[src/design/prq_pkg.sv]
`timescale 1ns / 1ps
// ---------------------------------------------------------------------------
// prq_pkg
// Shared constants and types for the priority ready queue scheduler.
// ---------------------------------------------------------------------------
package prq_pkg;

   localparam int PRIORITY_LEVELS = 16;
   localparam int THREAD_SLOTS    = 64;

   localparam int TID_W  = 6;  // thread id field width
   localparam int PRIO_W = 4;  // priority field width

   localparam int LVL_AW = $clog2(PRIORITY_LEVELS);
   localparam int TID_AW = $clog2(THREAD_SLOTS);

   localparam logic CMD_ENQUEUE  = 1'b0;
   localparam logic CMD_SCHEDULE = 1'b1;

   typedef enum logic [2:0] {
      ST_IDLE,
      ST_APP_RD,
      ST_APP_WR,
      ST_TAKE_RD,
      ST_TAKE_LNK,
      ST_TAKE_WR,
      ST_DONE
   } state_type;

endpackage

[src/design/priority_ready_queue_scheduler.sv]
`timescale 1ns / 1ps
// Sequence: an enqueue goes through append read, append write and done; a failed
// enqueue or an empty-queue schedule goes straight to done; a schedule may append the
// running thread first, then goes through take read, take link, take write and done.
// Throughput: one item at a time, paced by head/tail and link RAM read-modify-writes;
// the next transfer is taken the cycle after the result register loads. An item stays
// in done while an earlier result waits to be taken. Reset: synchronous; clears the
// FSM, queued marks, non-empty flags and running thread, not the link or head/tail RAMs.
// ---------------------------------------------------------------------------
// priority_ready_queue_scheduler
// Multilevel round-robin ready queues kept as linked lists in RAM.
// ---------------------------------------------------------------------------
module priority_ready_queue_scheduler (
   input  logic                      clock,
   input  logic                      reset,
   input  logic                      req_valid,
   output logic                      req_stall,
   input  logic                      req_command,
   input  logic [prq_pkg::TID_W-1:0]  req_thread_id,
   input  logic [prq_pkg::PRIO_W-1:0] req_thread_priority,
   output logic                      rsp_valid,
   input  logic                      rsp_stall,
   output logic [prq_pkg::TID_W-1:0]  rsp_running_thread,
   output logic                      rsp_running_valid,
   output logic                      rsp_switched,
   output logic                      rsp_enqueue_error,
   output logic                      rsp_ready_empty
);

   localparam int TA = prq_pkg::TID_AW;
   localparam int LA = prq_pkg::LVL_AW;

   prq_pkg::state_type state_ff, state_in;

   logic [prq_pkg::THREAD_SLOTS-1:0]    mark_ff, mark_in;
   logic [prq_pkg::PRIORITY_LEVELS-1:0] ne_ff, ne_in;
   logic [prq_pkg::TID_W-1:0]           cur_thread_ff, cur_thread_in;
   logic [LA-1:0]                       cur_prio_ff, cur_prio_in;
   logic                                cur_valid_ff, cur_valid_in;
   logic                                rsp_valid_ff, rsp_valid_in;

   logic          cmd_ff, cmd_in;
   logic [TA-1:0] atid_ff, atid_in;
   logic [LA-1:0] alvl_ff, alvl_in;
   logic [LA-1:0] take_lvl_ff, take_lvl_in;
   logic [TA-1:0] tail_hold_ff, tail_hold_in;
   logic          single_ff, single_in;
   logic          sw_ff, sw_in;
   logic          err_ff, err_in;

   logic [prq_pkg::TID_W-1:0] rsp_thread_ff, rsp_thread_in;
   logic rsp_run_ff, rsp_run_in, rsp_sw_ff, rsp_sw_in;
   logic rsp_err_ff, rsp_err_in, rsp_empty_ff, rsp_empty_in;

   // queue RAM word: {head, tail}
   logic            q_wr_en;
   logic [LA-1:0]   q_wr_addr, q_rd_addr;
   logic [2*TA-1:0] q_wr_data, q_rd_data;
   logic [TA-1:0]   q_head, q_tail;
   logic            l_wr_en;
   logic [TA-1:0]   l_wr_addr, l_wr_data, l_rd_addr, l_rd_data;

   logic [LA-1:0]   hi_lvl;
   logic [LA-1:0]   lvl_sat;
   logic            tid_bad;

   assign q_head = q_rd_data[2*TA-1:TA];
   assign q_tail = q_rd_data[TA-1:0];

   prq_ram #(.WIDTH(2*TA), .DEPTH(prq_pkg::PRIORITY_LEVELS)) u_queue_ram (
      .clock   (clock),
      .wr_en   (q_wr_en),
      .wr_addr (q_wr_addr),
      .wr_data (q_wr_data),
      .rd_addr (q_rd_addr),
      .rd_data (q_rd_data)
   );

   prq_ram #(.WIDTH(TA), .DEPTH(prq_pkg::THREAD_SLOTS)) u_link_ram (
      .clock   (clock),
      .wr_en   (l_wr_en),
      .wr_addr (l_wr_addr),
      .wr_data (l_wr_data),
      .rd_addr (l_rd_addr),
      .rd_data (l_rd_data)
   );

   // highest non-empty level (lowest index)
   always_comb begin
      hi_lvl = '0;
      for (int i = prq_pkg::PRIORITY_LEVELS - 1; i >= 0; i--) begin
         if (ne_ff[i]) hi_lvl = LA'(i);
      end
   end

   assign lvl_sat = (int'(req_thread_priority) >= prq_pkg::PRIORITY_LEVELS) ?
                    LA'(prq_pkg::PRIORITY_LEVELS - 1) : LA'(req_thread_priority);
   assign tid_bad = (int'(req_thread_id) >= prq_pkg::THREAD_SLOTS) ||
                    mark_ff[TA'(req_thread_id)];

   always_comb begin
      state_in      = state_ff;
      mark_in       = mark_ff;
      ne_in         = ne_ff;
      cur_thread_in = cur_thread_ff;
      cur_prio_in   = cur_prio_ff;
      cur_valid_in  = cur_valid_ff;
      rsp_valid_in  = rsp_valid_ff;
      cmd_in        = cmd_ff;
      atid_in       = atid_ff;
      alvl_in       = alvl_ff;
      take_lvl_in   = take_lvl_ff;
      tail_hold_in  = tail_hold_ff;
      single_in     = single_ff;
      sw_in         = sw_ff;
      err_in        = err_ff;
      rsp_thread_in = rsp_thread_ff;
      rsp_run_in    = rsp_run_ff;
      rsp_sw_in     = rsp_sw_ff;
      rsp_err_in    = rsp_err_ff;
      rsp_empty_in  = rsp_empty_ff;
      q_wr_en       = 1'b0;
      q_wr_addr     = alvl_ff;
      q_wr_data     = '0;
      q_rd_addr     = alvl_ff;
      l_wr_en       = 1'b0;
      l_wr_addr     = q_tail;
      l_wr_data     = atid_ff;
      l_rd_addr     = q_head;

      if (rsp_valid_ff && !rsp_stall) rsp_valid_in = 1'b0;

      case (state_ff)
         prq_pkg::ST_IDLE: begin
            if (req_valid) begin
               cmd_in = req_command;
               err_in = 1'b0;
               sw_in  = 1'b0;
               if (req_command == prq_pkg::CMD_ENQUEUE) begin
                  alvl_in = lvl_sat;
                  atid_in = TA'(req_thread_id);
                  if (tid_bad) begin
                     err_in   = 1'b1;
                     state_in = prq_pkg::ST_DONE;
                  end else begin
                     state_in = prq_pkg::ST_APP_RD;
                  end
               end else if (ne_ff == '0) begin
                  state_in = prq_pkg::ST_DONE;
               end else if (cur_valid_ff && cur_prio_ff != '0 &&
                            !mark_ff[TA'(cur_thread_ff)]) begin
                  // running thread goes back to the tail of its level
                  atid_in  = TA'(cur_thread_ff);
                  alvl_in  = cur_prio_ff;
                  state_in = prq_pkg::ST_APP_RD;
               end else begin
                  state_in = prq_pkg::ST_TAKE_RD;
               end
            end
         end
         prq_pkg::ST_APP_RD: begin
            state_in = prq_pkg::ST_APP_WR;
         end
         prq_pkg::ST_APP_WR: begin
            if (ne_ff[alvl_ff]) begin
               l_wr_en   = 1'b1;
               l_wr_addr = q_tail;
               l_wr_data = atid_ff;
            end
            q_wr_en   = 1'b1;
            q_wr_addr = alvl_ff;
            q_wr_data = {(ne_ff[alvl_ff] ? q_head : atid_ff), atid_ff};
            mark_in[atid_ff] = 1'b1;
            ne_in[alvl_ff]   = 1'b1;
            state_in = (cmd_ff == prq_pkg::CMD_ENQUEUE) ? prq_pkg::ST_DONE :
                                                          prq_pkg::ST_TAKE_RD;
         end
         prq_pkg::ST_TAKE_RD: begin
            q_rd_addr   = hi_lvl;
            take_lvl_in = hi_lvl;
            state_in    = prq_pkg::ST_TAKE_LNK;
         end
         prq_pkg::ST_TAKE_LNK: begin
            q_rd_addr     = take_lvl_ff;
            l_rd_addr     = q_head;
            tail_hold_in  = q_tail;
            single_in     = (q_head == q_tail);
            if (q_head == q_tail) ne_in[take_lvl_ff] = 1'b0;
            mark_in[q_head] = 1'b0;
            sw_in         = !cur_valid_ff || (cur_thread_ff != prq_pkg::TID_W'(q_head));
            cur_thread_in = prq_pkg::TID_W'(q_head);
            cur_prio_in   = take_lvl_ff;
            cur_valid_in  = 1'b1;
            state_in      = prq_pkg::ST_TAKE_WR;
         end
         prq_pkg::ST_TAKE_WR: begin
            if (!single_ff) begin
               q_wr_en   = 1'b1;
               q_wr_addr = take_lvl_ff;
               q_wr_data = {l_rd_data, tail_hold_ff};
            end
            state_in = prq_pkg::ST_DONE;
         end
         prq_pkg::ST_DONE: begin
            if (!rsp_valid_ff || !rsp_stall) begin
               rsp_valid_in  = 1'b1;
               rsp_thread_in = cur_valid_ff ? cur_thread_ff : '0;
               rsp_run_in    = cur_valid_ff;
               rsp_sw_in     = sw_ff;
               rsp_err_in    = err_ff;
               rsp_empty_in  = (ne_ff == '0);
               state_in      = prq_pkg::ST_IDLE;
            end
         end
         default: begin
            state_in = prq_pkg::ST_IDLE;
         end
      endcase
   end

   always_ff @(posedge clock) begin
      if (reset) begin
         state_ff      <= prq_pkg::ST_IDLE;
         mark_ff       <= '0;
         ne_ff         <= '0;
         cur_thread_ff <= '0;
         cur_prio_ff   <= '0;
         cur_valid_ff  <= 1'b0;
         rsp_valid_ff  <= 1'b0;
      end else begin
         state_ff      <= state_in;
         mark_ff       <= mark_in;
         ne_ff         <= ne_in;
         cur_thread_ff <= cur_thread_in;
         cur_prio_ff   <= cur_prio_in;
         cur_valid_ff  <= cur_valid_in;
         rsp_valid_ff  <= rsp_valid_in;
      end
   end

   always_ff @(posedge clock) begin
      cmd_ff        <= cmd_in;
      atid_ff       <= atid_in;
      alvl_ff       <= alvl_in;
      take_lvl_ff   <= take_lvl_in;
      tail_hold_ff  <= tail_hold_in;
      single_ff     <= single_in;
      sw_ff         <= sw_in;
      err_ff        <= err_in;
      rsp_thread_ff <= rsp_thread_in;
      rsp_run_ff    <= rsp_run_in;
      rsp_sw_ff     <= rsp_sw_in;
      rsp_err_ff    <= rsp_err_in;
      rsp_empty_ff  <= rsp_empty_in;
   end

   assign req_stall          = (state_ff != prq_pkg::ST_IDLE);
   assign rsp_valid          = rsp_valid_ff;
   assign rsp_running_thread = rsp_thread_ff;
   assign rsp_running_valid  = rsp_run_ff;
   assign rsp_switched       = rsp_sw_ff;
   assign rsp_enqueue_error  = rsp_err_ff;
   assign rsp_ready_empty    = rsp_empty_ff;

   // no thread can be marked queued while every level is empty
   a_mark_vs_empty: assert property (@(posedge clock) disable iff (reset)
      (ne_ff == '0) |-> (mark_ff == '0))
      else $error("queued mark set with all levels empty");

   // a pop always leaves a running thread
   a_take_runs: assert property (@(posedge clock) disable iff (reset)
      (state_ff == prq_pkg::ST_TAKE_LNK) |=> cur_valid_ff)
      else $error("take did not start a thread");

   // an accepted transfer moves the sequencer out of idle
   a_accept_busy: assert property (@(posedge clock) disable iff (reset)
      (req_valid && !req_stall) |=> (state_ff != prq_pkg::ST_IDLE))
      else $error("accepted item left sequencer idle");

endmodule

[src/design/prq_ram.sv]
`timescale 1ns / 1ps
// ---------------------------------------------------------------------------
// prq_ram
// Generic single-write, single-read RAM with registered read data.
// ---------------------------------------------------------------------------
module prq_ram #(
   parameter int WIDTH = 8,
   parameter int DEPTH = 16
) (
   input  logic                     clock,
   input  logic                     wr_en,
   input  logic [$clog2(DEPTH)-1:0] wr_addr,
   input  logic [WIDTH-1:0]         wr_data,
   input  logic [$clog2(DEPTH)-1:0] rd_addr,
   output logic [WIDTH-1:0]         rd_data
);

   logic [WIDTH-1:0] mem [DEPTH];

   always_ff @(posedge clock) begin
      if (wr_en) begin
         mem[wr_addr] <= wr_data;
      end
      rd_data <= mem[rd_addr];
   end

endmodule

[config.mk]
export PLATFORM = sky130hd
export DESIGN_NAME = priority_ready_queue_scheduler
export DESIGN_NICKNAME = d
export VERILOG_FILES = /design/src/design/prq_pkg.sv /design/src/design/priority_ready_queue_scheduler.sv /design/src/design/prq_ram.sv
export SDC_FILE = /design/constraint.sdc
export NUM_CORES = 1
export LEC_CHECK = 0
export BUFFER_PORTS_ARGS = -buffer_cell sky130_fd_sc_hd__buf_2
export CORE_UTILIZATION = 50
export DETAILED_ROUTE_END_ITERATION = 10
export PLACE_DENSITY = 0.77
export SLEW_MARGIN = 20
export SYNTH_ARGS = -nofsm -noshare
export SYNTH_HDL_FRONTEND = slang
export SYNTH_SLANG_ARGS = --single-unit
export TNS_END_PERCENT = 5
[constraint.sdc]
create_clock -name clock -period 3.72 [get_ports clock]
set_clock_uncertainty 0.05 [all_clocks]
set_input_delay 0 -clock clock [delete_from_list [all_inputs] [get_ports clock]]
set_output_delay 0 -clock clock [all_outputs]
set_load 0.03 [all_outputs]
## Word level (Yosys, flattened, before mapping)

Memories as Yosys holds them, arrays and structs flattened. A register that Yosys moved wholly into a read port is not among the register bits.
Cells that the tools add are included.

- Word-level logic and storage cells: 143
- Memories kept: 2
- Register bits: 129
- Output and inout port bits: 12
- Memory bits (writable): 576
- Input bits: 15

Memories:

| name | words | width | rd ports | clocked after Yosys merged registers in | wr ports | RTL line | text |
|---|---|---|---|---|---|---|---|
| u_link_ram.mem | 64 | 6 | 1 | 1 | 1 | prq_ram.sv:18 | `logic [WIDTH-1:0] mem [DEPTH];` |
| u_queue_ram.mem | 16 | 12 | 1 | 1 | 1 | prq_ram.sv:18 |  |

- Reduce and logical (&&, ||, !) cells: 25
- Order comparisons: 10
- Bitwise gates (word level): 6
- Equal/unequal tests: 13
- Muxes and demuxes: 67

Operators with widths:

| cell | count |
|---|---|
| $pmux 64 s2 | 1 |
| $mux 4 | 21 |
| $and 64x64->64 | 1 |
| $not 64->64 | 1 |
| $or 64x64->64 | 1 |
| $pmux 16 s2 | 1 |
| $lt 6x7->1 const B | 4 |
| $mux 6 | 4 |
| $pmux 12 s2 | 1 |
| $pmux 3 s7 | 1 |
| $mux 1 | 19 |
| $mux 3 | 6 |
| $and 16x16->16 | 1 |
| $logic_not 16->1 | 1 |
| $mux 16 | 1 |
| $not 16->16 | 1 |
| $or 16x16->16 | 1 |
| $bmux 1 s6 | 2 |
| $demux 1 s6 | 2 |
| $ge 6x1->1 const B | 2 |
| $mux 12 | 1 |
| $lt 4x5->1 const B | 2 |
| $reduce_and 2->1 | 5 |
| $eq 3x3->1 const B | 3 |
| other kinds (20) | 38 |

## Longest topological paths before layout

- Depth in word-level cells: 17
- Gate-level depth with buffers: 13
- Mapped depth without buffers: 7

## Hierarchy

Synthesis repeated with hierarchy kept, for this count alone.

- Cell total of the unflattened synthesis: 1824
- Area, all modules: 29761.0 µm²

By module, submodules not included:

| module | times used | seq. area each (µm²) | cells an instance | area each (µm²) |
|---|---|---|---|---|
| prq_ram (u_link_ram) | 1 | 11651.2 | 720 | 15225.9 |
| prq_ram (u_queue_ram) | 1 | 6005.8 | 329 | 7599.8 |
| priority_ready_queue_scheduler | 1 | 2922.8 | 775 | 6935.4 |

## Least setup slack after synthesis

Ideal clock, no wire load.

- Path kind: register to register
- From: reg cur_thread_ff[1] (netlist bit)
- To: reg alvl_ff[0], enable pin
- Setup time: 390 ps
- Buffers on the path: 2
- Setup slack: 628 ps
- Period minus slack after synthesis: 3092 ps
- Arrival time: 2652 ps
- Cell stages (with the launch flop): 9
- Required time: 3280 ps
- Cells stage by stage: dfxtp_1 buf_1 clkbuf_1 mux4_2 a22oi_1 nand4_1 o21ai_0 a31oi_1 nor3_1

- Longest elaborated chain between the ends: 6

Ends and longest elaborated chain:

| what | RTL line | text |
|---|---|---|
| start, declared | priority_ready_queue_scheduler.sv:37 | `logic [prq_pkg::TID_W-1:0] cur_thread_ff, cur_thread_in;` |
| start signal, assigned | priority_ready_queue_scheduler.sv:234 | `cur_thread_ff <= cur_thread_in;` |
| $bmux 1 s6 | priority_ready_queue_scheduler.sv:151 | `!mark_ff[TA'(cur_thread_ff)]) begin` |
| $mux 1 (implied by the code) | priority_ready_queue_scheduler.sv:151 |  |
| $logic_not 1->1 | priority_ready_queue_scheduler.sv:151 |  |
| $logic_and 1x1->1 | priority_ready_queue_scheduler.sv:150 | `end else if (cur_valid_ff && cur_prio_ff != '0 &&` |
| $ne 2x1->1 (no line) | - |  |
| $reduce_and 4->1 (no line) | - |  |
| end signal, assigned | priority_ready_queue_scheduler.sv:244 | `alvl_ff <= alvl_in;` |
| end, declared | priority_ready_queue_scheduler.sv:44 | `logic [LA-1:0] alvl_ff, alvl_in;` |

Every way passes these cells. The select of a mux whose other input is x is not followed.
A chain may end at the register's enable or synchronous reset.

## Worst setup path after layout

- From: reg alvl_ff[0]
- To: mem u_link_ram.mem[11][3] (netlist bit), enable pin

- Longest elaborated chain between the ends: 6

Ends and longest elaborated chain:

| what | RTL line | text |
|---|---|---|
| $bmux 1 s4 | priority_ready_queue_scheduler.sv:165 | `if (ne_ff[alvl_ff]) begin` |
| $mux 1 (implied by the code) | priority_ready_queue_scheduler.sv:165 |  |
| $mux 1 | priority_ready_queue_scheduler.sv:165 |  |
| $mux 1 | priority_ready_queue_scheduler.sv:133 | `case (state_ff)` |
| $mux 1 | prq_ram.sv:21 | `if (wr_en) begin` |
| $mux 1 (implied by the code) | prq_ram.sv:22 | `mem[wr_addr] <= wr_data;` |
| end, declared | prq_ram.sv:18 |  |

Every way passes these cells. The select of a mux whose other input is x is not followed.

==> key figures <==
Status
  • Outcome: finished, final reports clean

Pwr
  • Total chip power: 21.4 mW
  • Flop pwr share: 44.5%
  • Sw Pwr: 6.72 mW
  • P_int: 14.7 mW
  • PwrDens: 622 nW/um2
  • Lkg Pwr: 10.7 nW
  • Comb pwr share: 23.0%
  • Clk network pwr share: 32.5%
  • Sw Ratio: 31.4%
  • Worst VDD drop: 391 uV

Synth
  • YS warnings: 0
  • Top FF cell, synth: edfxtp_1
  • Synth area leader: edfxtp_1
  • Unique masters post-synth: 65
  • Async S/R FF share, synth: 0%
  • EDFF count, synth: 610
  • Synth cell count leaders: edfxtp_1, nand2_1, o21ai_0
  • Synthesized flop and latch total: 723
  • Count leader, synth: edfxtp_1
  • Avg Inst Size Synth: 12.6 um2
  • Synthesized Nets: 2,462
  • Mapped Area: 30,900 um2
  • Synth top area share: 59.3%
  • Synthesized instance count: 2,447
  • Synth area leaders: edfxtp_1, dfxtp_1, nand2_1, a22oi_1, o21ai_0
  • Seq/Total Area, Yosys: 66.7%

Worst setup path
  • R2R Path End: u_link_ram.mem[11][3]$_DFFE_PP_
  • Critical path fanouts, max: 13
  • CP startpoint: alvl_ff[0]$_DFFE_PP_
  • Reg-to-reg setup timing slack: 0.34 ns
  • CP startpoint kind: flop
  • Worst Path Required: 3.98 ns
  • WS Path Type: reg -> reg
  • Worst Setup End Kind: flop
  • Reg2reg start: alvl_ff[0]$_DFFE_PP_
  • Crit path to: u_link_ram.mem[11][3]$_DFFE_PP_
  • Worst EP arrival: 3.64 ns
  • R2R cell count: 5

Routing
  • First DRT Iteration DRCs: 3,031
  • DRC: 0
  • Via count: 22,276
  • WL/cell: 26.3 um
  • Post-Route WL: 86.6 mm
  • Routed vias/inst: 6.76
  • Remaining antenna violation count: 0
  • Drt first pass iters: 6

GRT
  • GR Overflow Total: 0
  • First-pass GRT wire length: 130 mm
  • Largest net degree at the start of global routing: 98
  • Gr usage total: 27.3%
  • Antenna violations before repair: 1
  • Vias in the first global route: 21,839

STA
  • RSZ-0062 raised after global routing: no
  • Final setup violation count: 0
  • Worst-margin pin slew: 1.12 ns
  • Fmax: 296 MHz
  • Tcrit/Tclk final: 90.8%
  • Post-layout min period: 3.38 ns
  • Relative slew slack: 25.5%
  • Worst hold slack: 0.149 ns
  • Setup_tns: 0 ns
  • Setup ws final: 0.342 ns
  • Final hold violation count: 0
  • Final count of pins violating max slew: 0

Floorplan
  • Die Y: 250 um
  • Site row count: 90
  • # IOs: 27
  • Initial Util: 50.9%
  • Core Region: 60,700 um2
  • Chip width: 250 um
  • Die Area: 62,700 um2

Clocking
  • H-tree depth: 3
  • Worst-path clk slew: 0.06 ns
  • Clock Sinks: 723
  • Cts bufs inserted: 69
  • Maximum root-to-sink buffer count: 3
  • CTS tree: done
  • Root Buffer: clkbuf_16
  • Post-CTS setup buffer count: 0
  • Clk Latency, worst-skew pair: 0.62 ns

Cells and area
  • Layout cells sized above 1: 11.1%
  • Non-filler cells, final: 3,293
  • Nets: 2,473
  • Core Util, Final: 56.7%
  • Antenna cell count: 0
  • Fillers: 4,608
  • Cell area after layout: 34,400 um2
  • Area Growth Syn to Fin: 11.5%

Placement
  • DP Worst Slack: 0.426 ns
  • Port bufs: 26
  • Area after DPL: 32,000 um2
  • DP HPWL: 51.4 mm
  • Cells after DPL: 3,151
  • Routability Congestion: 0.927

Flow run
  • Maxcap violations: 0

Worst hold path
  • Hold Path Class: in -> reg
## worst min-delay path by stage
stage               slack (ns)                       end  cells after the start                   start
floorplan                 0.05          cmd_ff$_DFFE_PP_                      0             req_command
global placement          0.28      rsp_valid$_SDFF_PP0_                      3               rsp_stall
detailed placement        0.28      alvl_ff[1]$_DFFE_PP_                      2  req_thread_priority[1]
CTS                       0.03  state_ff[0]$_SDFFE_PP0P_                      2                   reset
global route              0.15      atid_ff[1]$_DFFE_PP_                      2        req_thread_id[1]
finish                    0.15      atid_ff[1]$_DFFE_PP_                      2        req_thread_id[1]
## cells in the final DEF, fill, tap and decap left out, types with 16 or more instances in the layout
master         netlist  layout
nor3_1              18      17
nor4_1              17      16
mux4_2              35      35
a221oi_1            49      49
clkbuf_16            0      72
o21ai_0            190     184
o211ai_1           103     103
a22o_1              54      54
buf_4                1      82
nand3_1             17      17
nand4_1             17      17
a21oi_1            111     110
nor3b_1            101      98
a22oi_1            146     146
a31oi_1             53      53
nor2_1             129     128
dfxtp_1            113     112
buf_2               26      25
dlygate4sd3_1        0      18
edfxtp_1           610     610
nand2_1            344     344
clkbuf_1           135      23
## critical path: stages (launching register included)
cell and delay (ns):
edfxtp_1 0.65, mux4_2 0.56, mux4_2 0.67, and3_1 0.31, nand2_1 0.50, nor2_1 0.30
## layout make-up
| type | instances | area (um2) | area share (%) |
|---|---|---|---|
| well taps | 782 | 978 | 2.84 |
| flip-flops and latches | 723 | 20600 | 59.8 |
| repair buffers | 132 | 1060 | 3.08 |
| clock inverters | 22 | 230 | 0.669 |
| inverters | 9 | 33.8 | 0.0982 |
| multi-input cells | 1523 | 9530 | 27.7 |
| clock buffers | 102 | 1980 | 5.77 |
## state kept, by name, summed over array words and instances (netlist names), 3 cells and up
register / cells
u_link_ram.rd_data: 6
tail_hold_ff: 6
atid_ff: 6
u_link_ram.mem: 384
mark_ff: 64
rsp_running_thread: 6
u_queue_ram.mem: 192
take_lvl_ff: 4
state_ff: 3
cur_prio_ff: 4
u_queue_ram.rd_data: 12
alvl_ff: 4
cur_thread_ff: 6
ne_ff: 16
## cell families after synthesis
| kind of cell | Yosys count | synth area share (%) |
|---|---|---|
| compound gates | 740 | 15.8 |
| xor+xnor | 12 | 0.341 |
| buf+inv | 201 | 2.71 |
| flops | 723 | 66.7 |
| mux | 60 | 3.41 |
| simple gates | 711 | 11.1 |
## layer usage
layer	track usage [%]	wire, um	vias up
met3	6.28	10100	288
met5	0	13	-
met2	42.7	40200	1615
met4	12.2	3650	2
met1	36.4	32600	10882
li1	-	-	9489
## power by group through the flow
stage	Sequential [mW]	Combinational, mW	Clock (mW)
global route	9.54	5.18	7.31
global placement	9.67	4.61	0
CTS	9.50	4.78	6.98
finish	9.53	4.91	6.96
detailed placement	9.67	4.72	0
floorplan	9.43	3.21	0
## timing repair
item / 4_1_cts / 5_1_grt
hold buffers: 17 / 1
endpoints found under the hold margin: 39 / 58
gates resized for setup: 0 / 0
No activity file was read; power rests on OpenSTA's default activity.
